## config.mk

```make
export PLATFORM = sky130hd
export DESIGN_NAME = lag_ctrl
export DESIGN_NICKNAME = d
export VERILOG_FILES = /design/src/design/assert_macros.svh /design/src/design/lag_pkg.sv /design/src/design/lag_ctrl.sv
export SDC_FILE = /design/constraint.sdc
export NUM_CORES = 1
export LEC_CHECK = 0
export BUFFER_PORTS_ARGS = -buffer_cell sky130_fd_sc_hd__buf_2
export CAP_MARGIN = 20
export CORE_AREA = 2 2 39 41
export DETAILED_ROUTE_END_ITERATION = 8
export DIE_AREA = 0 0 41 43
export GPL_TIMING_DRIVEN = 0
export PLACE_DENSITY_LB_ADDON = 0.25
export SYNTH_ARGS = -nofsm -noshare
export SYNTH_HDL_FRONTEND = slang
export SYNTH_SLANG_ARGS = --single-unit
export TNS_END_PERCENT = 10
```

## constraint.sdc

```tcl
create_clock -name i_clk -period 1.4 [get_ports i_clk]
set_input_delay 0.21 -clock i_clk [delete_from_list [all_inputs] [get_ports i_clk]]
set_output_delay 0.21 -clock i_clk [all_outputs]
set_load 0.005 [all_outputs]
```

## src/design/assert_macros.svh

```systemverilog
// assertion helpers for the rtl
// each check is sampled on the rising edge of i_clk and is off while i_rst_n is low
`ifndef ASSERT_MACROS_SVH
`define ASSERT_MACROS_SVH

`ifndef SYNTHESIS

// consequent must hold in the same cycle as the antecedent
`define LAG_ASSERT_SAME(lbl, ante, cons, msg) \
    lbl: assert property (@(posedge i_clk) disable iff (!i_rst_n) (ante) |-> (cons)) \
        else $error(msg);

// consequent must hold in the cycle after the antecedent
`define LAG_ASSERT_NEXT(lbl, ante, cons, msg) \
    lbl: assert property (@(posedge i_clk) disable iff (!i_rst_n) (ante) |=> (cons)) \
        else $error(msg);

`else

`define LAG_ASSERT_SAME(lbl, ante, cons, msg)
`define LAG_ASSERT_NEXT(lbl, ante, cons, msg)

`endif

`endif

```

## src/design/lag_pkg.sv

```systemverilog
`timescale 1ns / 1ps

package lag_pkg;

    localparam int REQ_TYPE_W = 2;
    localparam int COORD_W    = 6;
    localparam int STATE_W    = 2;

    // request codes
    localparam logic [REQ_TYPE_W-1:0] REQ_SET  = 2'd0;
    localparam logic [REQ_TYPE_W-1:0] REQ_GEN  = 2'd1;
    localparam logic [REQ_TYPE_W-1:0] REQ_READ = 2'd2;

    // read answers
    localparam logic [STATE_W-1:0] CELL_DEAD   = 2'd0;
    localparam logic [STATE_W-1:0] CELL_ALIVE  = 2'd1;
    localparam logic [STATE_W-1:0] CELL_BORDER = 2'd2;

    // b3/s23 neighbor counts
    localparam logic [3:0] NBR_BIRTH = 4'd3;
    localparam logic [3:0] NBR_KEEP  = 4'd2;

    typedef struct packed {
        logic [REQ_TYPE_W-1:0] req_type;
        logic [COORD_W-1:0]    col;
        logic [COORD_W-1:0]    row;
    } t_req_item;

    typedef struct packed {
        logic [STATE_W-1:0] cell_state;
        logic               step_done;
    } t_rsp_item;

    typedef struct packed {
        logic cap;
        logic cnt_clr;
        logic cnt_inc;
        logic rd_req;
        logic rd_gen;
        logic wr_clear;
        logic wr_set;
        logic wr_gen;
        logic flip;
        logic out_load;
    } t_cmd;

    typedef struct packed {
        logic clear_last;
        logic gen_last;
        logic out_free;
    } t_sts;

endpackage

```

## src/design/lag_ctrl.sv

```systemverilog
`timescale 1ns / 1ps

module lag_ctrl (
    input  logic          i_clk,
    input  logic          i_rst_n,
    input  logic          i_req_valid,
    input  logic [1:0]    i_req_type,
    input  lag_pkg::t_sts i_sts,
    output logic          o_req_ready,
    output lag_pkg::t_cmd o_cmd
);
    import lag_pkg::*;

    typedef enum logic [5:0] {
        S_CLEAR  = 6'b000001,
        S_IDLE   = 6'b000010,
        S_FETCH  = 6'b000100,
        S_APPLY  = 6'b001000,
        S_GEN    = 6'b010000,
        S_RESULT = 6'b100000
    } t_state;

    t_state r_state;
    t_state n_state;

    always_ff @(posedge i_clk) begin
        if (!i_rst_n) begin
            r_state <= S_CLEAR;
        end else begin
            r_state <= n_state;
        end
    end

    always_comb begin
        n_state     = r_state;
        o_cmd       = '0;
        o_req_ready = 1'b0;
        case (r_state)
            S_CLEAR: begin
                o_cmd.wr_clear = 1'b1;
                if (i_sts.clear_last) begin
                    o_cmd.cnt_clr = 1'b1;
                    n_state       = S_IDLE;
                end else begin
                    o_cmd.cnt_inc = 1'b1;
                end
            end
            S_IDLE: begin
                o_req_ready = 1'b1;
                if (i_req_valid) begin
                    o_cmd.cap = 1'b1;
                    if (i_req_type inside {REQ_SET, REQ_READ}) begin
                        n_state = S_FETCH;
                    end else if (i_req_type == REQ_GEN) begin
                        n_state = S_GEN;
                    end else begin
                        n_state = S_RESULT;
                    end
                end
            end
            S_FETCH: begin
                o_cmd.rd_req = 1'b1;
                n_state      = S_APPLY;
            end
            S_APPLY: begin
                o_cmd.wr_set = 1'b1;
                n_state      = S_RESULT;
            end
            S_GEN: begin
                o_cmd.rd_gen = 1'b1;
                o_cmd.wr_gen = 1'b1;
                if (i_sts.gen_last) begin
                    o_cmd.flip    = 1'b1;
                    o_cmd.cnt_clr = 1'b1;
                    n_state       = S_RESULT;
                end else begin
                    o_cmd.cnt_inc = 1'b1;
                end
            end
            S_RESULT: begin
                if (i_sts.out_free) begin
                    o_cmd.out_load = 1'b1;
                    n_state        = S_IDLE;
                end
            end
            default: begin
                n_state = S_CLEAR;
            end
        endcase
    end

endmodule

```

Word-level counts from Yosys, hierarchy flattened. Index checks and enable logic that the tools add are counted. Widths: inputs -> output; s select.

Equality and inequality tests: 12. Reductions and logical operators: 3. Muxes and demuxes: 22.

Operators by type and width (number): $mux 6 (6); $pmux 6 s6 (1); $mux 1 (13); $ne 2x2->1 const B (4); $eq 6x1->1 const B (1); $eq 6x2->1 const B (1); $eq 6x3->1 const B (1); $eq 6x4->1 const B (1); $eq 6x5->1 const B (1); $eq 6x6->1 const B (1); $pmux 2 s2 (1); $reduce_and 4->1 (1); $eq 2x1->1 const B (1); $eq 2x2->1 const B (1); $logic_not 2->1 (1); $mux 2 (1); $reduce_bool 2->1 (1).

Output and inout port bits: 11. Bits in registers: 6. Word-level logic and storage cells: 38.

Longest topological paths before layout. Gate-level depths: netlist (run 1).

Depth after elaboration: 5. Mapped depth: 6. Gate-level depth less buffers: 5.

Worst setup path after synthesis (run 1). Ideal clock, no wire load.

Path type: reg2reg. From: register r_state[4]. To: register r_state[1]. Data required time: 1267 ps. Clock period less this slack: 1314 ps. Arrival time: 1181 ps. Path slack: 86 ps. Path buffers: 1. Setup time: 133 ps. Cell stages (with the launch flop): 6. Path through: dfxtp_1 > clkbuf_2 > nor4_4 > nand2_1 > o2111ai_4 > o32ai_1.

Cells in the longest elaborated chain, start to end: 3.

RTL lines: from (decl) (line lag_ctrl.sv:23) `t_state r_state;`; from (signal assigned) (line lag_ctrl.sv:30) `r_state <= n_state;`; $eq 6x1->1, or another cell as far along (line lag_ctrl.sv:38) `case (r_state)`; $ne 2x2->1 (no line); $reduce_and 4->1 (no line).

Several ways; a longest one is shown, not always the timed one. A chain may end at the register's enable or synchronous reset.

==> results of run 1 <==
-- routing by layer --
layer / vias to the layer above / global-route usage [%] / wire length [um]
met4: 0 / 12.0 / 34
met2: 20 / 25.3 / 609
met5: - / 0 / 0
met1: 222 / 19.5 / 472
met3: 5 / 2.09 / 83
li1: 251 / - / -
-- worst min path at each step --
stage	endpoint	slack [ps]	depth (start not counted)	from
2_1_floorplan	r_state[2]	290	1	i_req_type[0]
3_3_place_gp	r_state[2]	410	2	i_req_type[0]
3_5_place_dp	r_state[2]	410	2	i_req_type[0]
4_1_cts	r_state[2]	140	2	i_req_type[0]
5_1_grt	r_state[2]	150	2	i_req_type[0]
6_report	r_state[2]	140	2	i_req_type[0]
-- placed cells by master, fill, tap and decap left out --
cell       Yosys  layout
o211ai_1       1       1
and3_1         2       1
nand2_2        0       1
or2_2          1       1
o22ai_1        1       1
a21o_1         2       2
buf_4          1       8
buf_2          0      17
inv_1          3       2
nor3_1         4       2
and2b_2        1       1
o32ai_1        1       1
xor2_1         1       1
nor2b_1        1       1
nand4b_1       3       3
and3b_1        1       1
dfxtp_2        0       3
o21ai_0        4       4
clkbuf_4       0       3
nor4_1         2       2
nor2_2         0       1
inv_2          1       2
a32oi_1        1       1
a211o_1        1       1
nand3b_1       1       1
and2_1         2       2
o31ai_2        1       1
and3_4         0       1
nor3_4         0       1
dfxtp_4        0       3
and3_2         1       1
nand3_1        2       2
and2_2         1       1
nor2_1         2       1
nor3_2         0       1
nor4_4         1       1
o2111ai_4      1       1
-- cells by family (layout without fill, tap and decap cells) --
group / after synthesis / in the layout / share of synthesized area [%]
AO/OA/AOI/OAI: 13 / 13 / 25.4
AND/OR/NAND/NOR: 26 / 26 / 39.8
XOR/XNOR: 1 / 1 / 1.95
buffers and inverters: 6 / 32 / 6.13
flip-flops: 6 / 6 / 26.7
-- critical path: stages (launching register included) --
cell and delay, ps:
dfxtp_4 380, nor4_4 340, nand2_2 110, o21ai_0 150, buf_2 130
-- report_power, final --
group | total, uW | leakage [uW] | switching, uW | internal (uW)
combinational | 155 | 0.000262 | 69.8 | 85.2
sequential | 191 | 0.0000517 | 14.4 | 177
clock | 167 | 0.0000138 | 70.0 | 97.5
-- area by class of cell --
| cell class | instances | area, um^2 | area share, % |
|---|---|---|---|
| inverter | 4 | 15.0 | 2.26 |
| buffer | 1 | 7.51 | 1.13 |
| sequential | 6 | 135 | 20.3 |
| clock buffer | 3 | 22.5 | 3.38 |
| multi-input combinational | 40 | 328 | 49.2 |
| tap | 16 | 20.0 | 3.01 |
| timing repair buffer | 24 | 138 | 20.7 |
-- through the flow --
stage | instance area [um^2] | power (uW) | utilization [%] | cells
2_1_floorplan | 449 | 272 | - | 52
3_3_place_gp | 559 | 316 | 40.4 | 86
3_5_place_dp | 559 | 316 | 40.4 | 86
4_1_cts | 624 | 507 | 45.1 | 91
5_1_grt | 666 | 540 | 48.1 | 94
6_report | 666 | 514 | 48.1 | 94
-- what timing repair did --
| item | in CTS | in global routing |
|---|---|---|
| gates cloned | 0 | 0 |
| gates resized for setup | 12 | 5 |
| pin swaps | 6 | 3 |
| endpoints found under the setup margin | 14 | 16 |
| buffers inserted | 3 | 3 |
==> impl_results.md, run 1 <==
- Result of the run: finished, violations left
- Failing checks: negative setup slack
- GRT Resource Usage Total: 16.4%
- Layout Nets: 88
- Via density: 5.30
- RSZ-0062 raised after global routing: true
- Top cells by area, synth: dfxtp_1 (27%), o2111ai_4 (5.8%), nand4b_1 (5.8%)
- Reg2Reg Setup Slack: -70 ps
- Detail-routed net length per standard cell: 12.8 um
- Yosys warns: 0
- Final worst slack: -167 ps
- Clock Latency Late Sink: 250 ps
- Fill count: 142
- CP max FO: 7
- VDD IR max: 0.320 mV
- CTS tree: yes
- Vias in the first global route: 464
- Number of top-level pins: 19
- CP endpoint kind: output port
- Core Area: between 1000 and 1500 um^2
- Required @ worst endpoint: 1190 ps
- Yosys top cell area share: a little over a quarter
- Worst Setup EP: o_cmd[7]
- PortBufs: 18
- Fin. Hold Viols: 0
- Crit path launch type: flop
- Area Growth Syn to Fin: 48.2%
- Leakage Power: between 0.0003 and 0.0004 uW
- Yosys reg bits: 6
- Crit Reg-Reg Endpoint: r_state[1]
- Post-synth EDFFs: 0
- Library cells used by synthesis: 31
- Kind of critical path: reg -> out
- Syn Area/Cell: 8.64 um^2
- FP Rows: 14
- Die width: around 40 um
- Arrival @ worst endpoint: 1360 ps
- Biggest regs: r_state: 6 flops
- Asr flop ratio synth: 0%
- GR Overflow Total: 0
- Tcrit/Tclk final: 112%
- Max cap viols: 0
- Cell Pwr Density: 772 nW/um^2
- Max reg flops: 6
- Hold WS: 144 ps
- Dominant cell by count in the synthesized netlist: dfxtp_1
- Slew @ Worst Pin: 355 ps
- Die Height: 43 um
- Setup TNS: -1080 ps
- # setup viols final: 15
- Antenna violations before repair: 0
- Clk_skew: 4.18 ps
- Clock slew at reported path FFs: 50 ps
- Syn_nets: 60
- DRT Wirelength: 1200 um
- Top cells by instance count after synthesis: dfxtp_1 (6), nor3_1 (4), o21ai_0 (4), inv_1 (3), nand4b_1 (3)
- Min cycle time layout: 1570 ps
- Die ar.: between 1500 and 2000 um^2
- DPL Wire Length: 873 um
- Gate count of the mapped netlist: 52
- Worst Reg-to-Reg Cells: 5
- Ys flop type: dfxtp_1
- # DRC: 0
- Slew Limit Fails: 0
- Starting Density: 32.5%
- Share of layout cells above drive strength 1: around three fifths
- FMAX: 638 MHz
- Largest net degree at the start of global routing: 9
- Total CTS buffers: 3
- Clock sinks: 6
- Drt first pass iters: 4
- Post-Syn Area: 449 um^2
- Most flop-heavy register: r_state
- GPL Wtd Cong: 0.749
- H-tree levels: 1
- Antenna Cells: 0
- Post-route ant nets: 0
- Via count: 498
- First-pass GRT wire length: 1920 um
- CTS Buffer Depth: 2
- Max_slew headroom: 76.1%
- Post-synthesis sequential area ratio: 26.7%
- Hold_buf cts: 0
- Worst reg2reg startpoint: r_state[3]
- Hold/Removal Path Class: in -> reg
- Synth area leader: dfxtp_1
- Clock Root Buffer: clkbuf_4
- DRT iter0 DRCs: 11
- Dpl ws: -55.7 ps
- Worst setup path start: r_state[3]
Note: power is estimated with default switching activity, not from simulation.
==> run 2: changes to the inputs <==
--- a/config.mk
+++ b/config.mk
@@ -11,7 +11,7 @@
 export DETAILED_ROUTE_END_ITERATION = 8
 export DIE_AREA = 0 0 41 43
 export GPL_TIMING_DRIVEN = 0
-export PLACE_DENSITY_LB_ADDON = 0.25
+export PLACE_DENSITY = 0.61
 export SYNTH_ARGS = -nofsm -noshare
 export SYNTH_HDL_FRONTEND = slang
 export SYNTH_SLANG_ARGS = --single-unit
==> run 2 against run 1 <==
  * The run still ends with negative setup slack left
  * Flip-flop and latch count unchanged
  * Critical path depth did not move
  * Register-to-register slack lost 50 ps
  * Utilization grew 4.6 points
  * Combinational power hardly changed
  * Critical path type unchanged
  * Critical endpoint is now o_cmd[9]
==> impl_results.md, run 2 (synthesized netlist as in run 1, its figures left out) <==
- Result of the run: finished, violations left
- Failing checks: negative setup slack
- CP delay by family, top: simple AND/OR/NAND/NOR gates
- Reg2Reg Setup Slack: -120 ps (-50 ps)
- Share of layout cells above drive strength 1: 65.0% (+3.5 points)
- GRT Resource Usage Total: 14.7% (-1.8 points)
- CP endpoint kind: output port
- Slew @ Worst Pin: 280 ps (-74.5 ps)
- Via count: 505 (+1.4%)
- CP max FO: 5 (-2)
- Clock Root Buffer: clkbuf_4
- GR Util met1: 19.4% (-0.19 points)
- # DRC: 0 (unchanged)
- VDD IR max: 0.526 mV (+64%)
- Tcrit/Tclk final: 111% (-1.2 points)
- Biggest regs: r_state: 6 flops
- Fin. Hold Viols: 0 (unchanged)
- Clock Latency Late Sink: 240 ps (about the same)
- Most flop-heavy register: r_state
- Detail-routed net length per standard cell: 13.2 um (+3.2%)
- Max_slew headroom: 81.3% (+5.2 points)
- First-pass GRT wire length: 1750 um (-9.0%)
- Max cap viols: 0 (unchanged)
- DPL Wire Length: 842 um (-3.5%)
- Area of the multi-input gates: 354 um^2 (+8.0%)
- Area Growth Syn to Fin: 62.4%
- Starting Density: 32.5% (unchanged)
- Pint: 352 uW (-2.1%)
- H-tree levels: 1 (unchanged)
- Die width: 41 um (unchanged)
- Commonest non-fill, non-tap cell in the layout: buf_2
- CTS tree: yes
- Met3 Usage GRT: 1.57% (-0.52 points)
- Number of top-level pins: 19 (unchanged)
- GR Overflow Total: 0 (unchanged)
- Post-route ant nets: 0 (unchanged)
- Antenna violations before repair: 0 (unchanged)
- Hold/Removal Path Class: in -> reg
- Crit path buffers/inverters: 2 (+1)
- Max reg flops: 6 (unchanged)
- Cell Pwr Density: 692 nW/um^2 (-10%)
- Leakage Power: 0.000346 uW (+5.5%)
- Net Sw Power: 153 uW (-0.93%)
- Kind of critical path: reg -> out
- Utilization after layout: 52.7% (+4.6 points)
- Drt first pass iters: 4 (unchanged)
- Largest net degree at the start of global routing: 9 (unchanged)
- Die Height: 43 um (unchanged)
- Slowest Stage Delay on Critical Path: 360 ps (-20 ps)
- CP Cell Sequence: nor4_4 > buf_4 > and3_4 > buf_6
- Layout Nets: 90 (+2.3%)
- Core Area: 1380 um^2 (unchanged)
- Reg area: 138 um^2 (+1.9%)
- Arrival @ worst endpoint: 1340 ps (-20 ps)
- Slew Limit Fails: 0 (unchanged)
- DRT Wirelength: 1270 um (+5.4%)
- PortBufs: 18 (unchanged)
- Via density: 5.26 (-0.71%)
- Commonest non-fill, non-tap cells in the layout: buf_2 (15), buf_4 (8), buf_6 (4), dfxtp_4 (4)
- Flop pwr share: 38.8% (+1.6 points)
- Met2 Use GR: 21.3% (-4.1 points)
- Sw Share: 30.3% (+0.26 points)
- Die ar.: 1760 um^2 (unchanged)
- Comb power frac: 30.7% (+0.5 points)
- # setup viols final: 14 (-1)
- Clock slew at reported path FFs: 40 ps (about the same)
- Clock sinks: 6 (unchanged)
- Crit path launch type: flop
- Slowest stage cell, crit path: dfxtp_4
- CTS Buffer Depth: 2 (unchanged)
- GPL Wtd Cong: 0.776 (+3.5%)
- Min cycle time layout: 1550 ps (-16.8 ps)
- Setup TNS: -1090 ps (-6.01 ps)
- DRT iter0 DRCs: 8 (-3)
- FMAX: 645 MHz (+1.1%)
- Total power: 505 uW (-1.8%)
- Total CTS buffers: 3 (unchanged)
- Antenna Cells: 0 (unchanged)
- Clk_skew: 2.90 ps (-1.29 ps)
- Final worst slack: -150 ps (+16.8 ps)
- RSZ-0062 raised after global routing: true
- FP Rows: 14 (unchanged)
- Clock network power share: 30.4% (-2.2 points)
- Required @ worst endpoint: 1190 ps (about the same)
- Fill count: 131 (-7.7%)
- GR peak layer: met2
- Vias in the first global route: 420 (-9.5%)
-- run 2: final cells by class --
cell class / instances / area share (%)
Tap cell: 16 / 2.74
Multi-Input combinational cell: 40 / 48.5
Clock buffer: 3 / 3.09
Buffer: 1 / 1.54
Timing Repair Buffer: 26 / 23.2
Sequential cell: 6 / 18.9
Inverter: 4 / 2.06
-- run 2: path summary, 6_finish.rpt --
check,from,cells past startpoint,to
hold reg to reg,r_state[4],3,r_state[0]
setup / recovery,r_state[4],4,o_cmd[9]
setup reg to reg,r_state[4],5,r_state[1]
hold / removal,i_req_type[0],2,r_state[2]
-- run 2: metrics by stage --
stage	area [um^2]	setup slack (ps)	hold WS, ps	std cells
finish	729	-150	170	96
global route	729	-218	164	96
CTS	669	-145	149	93
detailed placement	559	-89.6	409	86
global placement	559	-70.1	408	86
floorplan	449	85.9	287	52
-- run 2: what timing repair did --
item,CTS,global route
setup endpoints to repair,15,16
pin swaps,6,6
setup buffers,5,3
hold buffers,0,0
resized for setup,20,8
-- run 2: power by group through the flow --
stage | Combinational (uW) | Sequential (uW) | Clock (uW)
after global routing | 171 | 198 | 170
after detailed placement | 122 | 196 | 0
after global placement | 120 | 195 | 0
after CTS | 145 | 193 | 163
after floorplan | 79.2 | 193 | 0
final | 155 | 196 | 154
-- run 2: per-layer routing --
metal / part of all wire (%) / vias to the layer above / wire length, um
li1: - / 256 / -
met1: 42 / 232 / 536
met2: 53 / 17 / 669
met3: 4.7 / 0 / 60
met4: 0 / 0 / 0
met5: 0 / - / 0
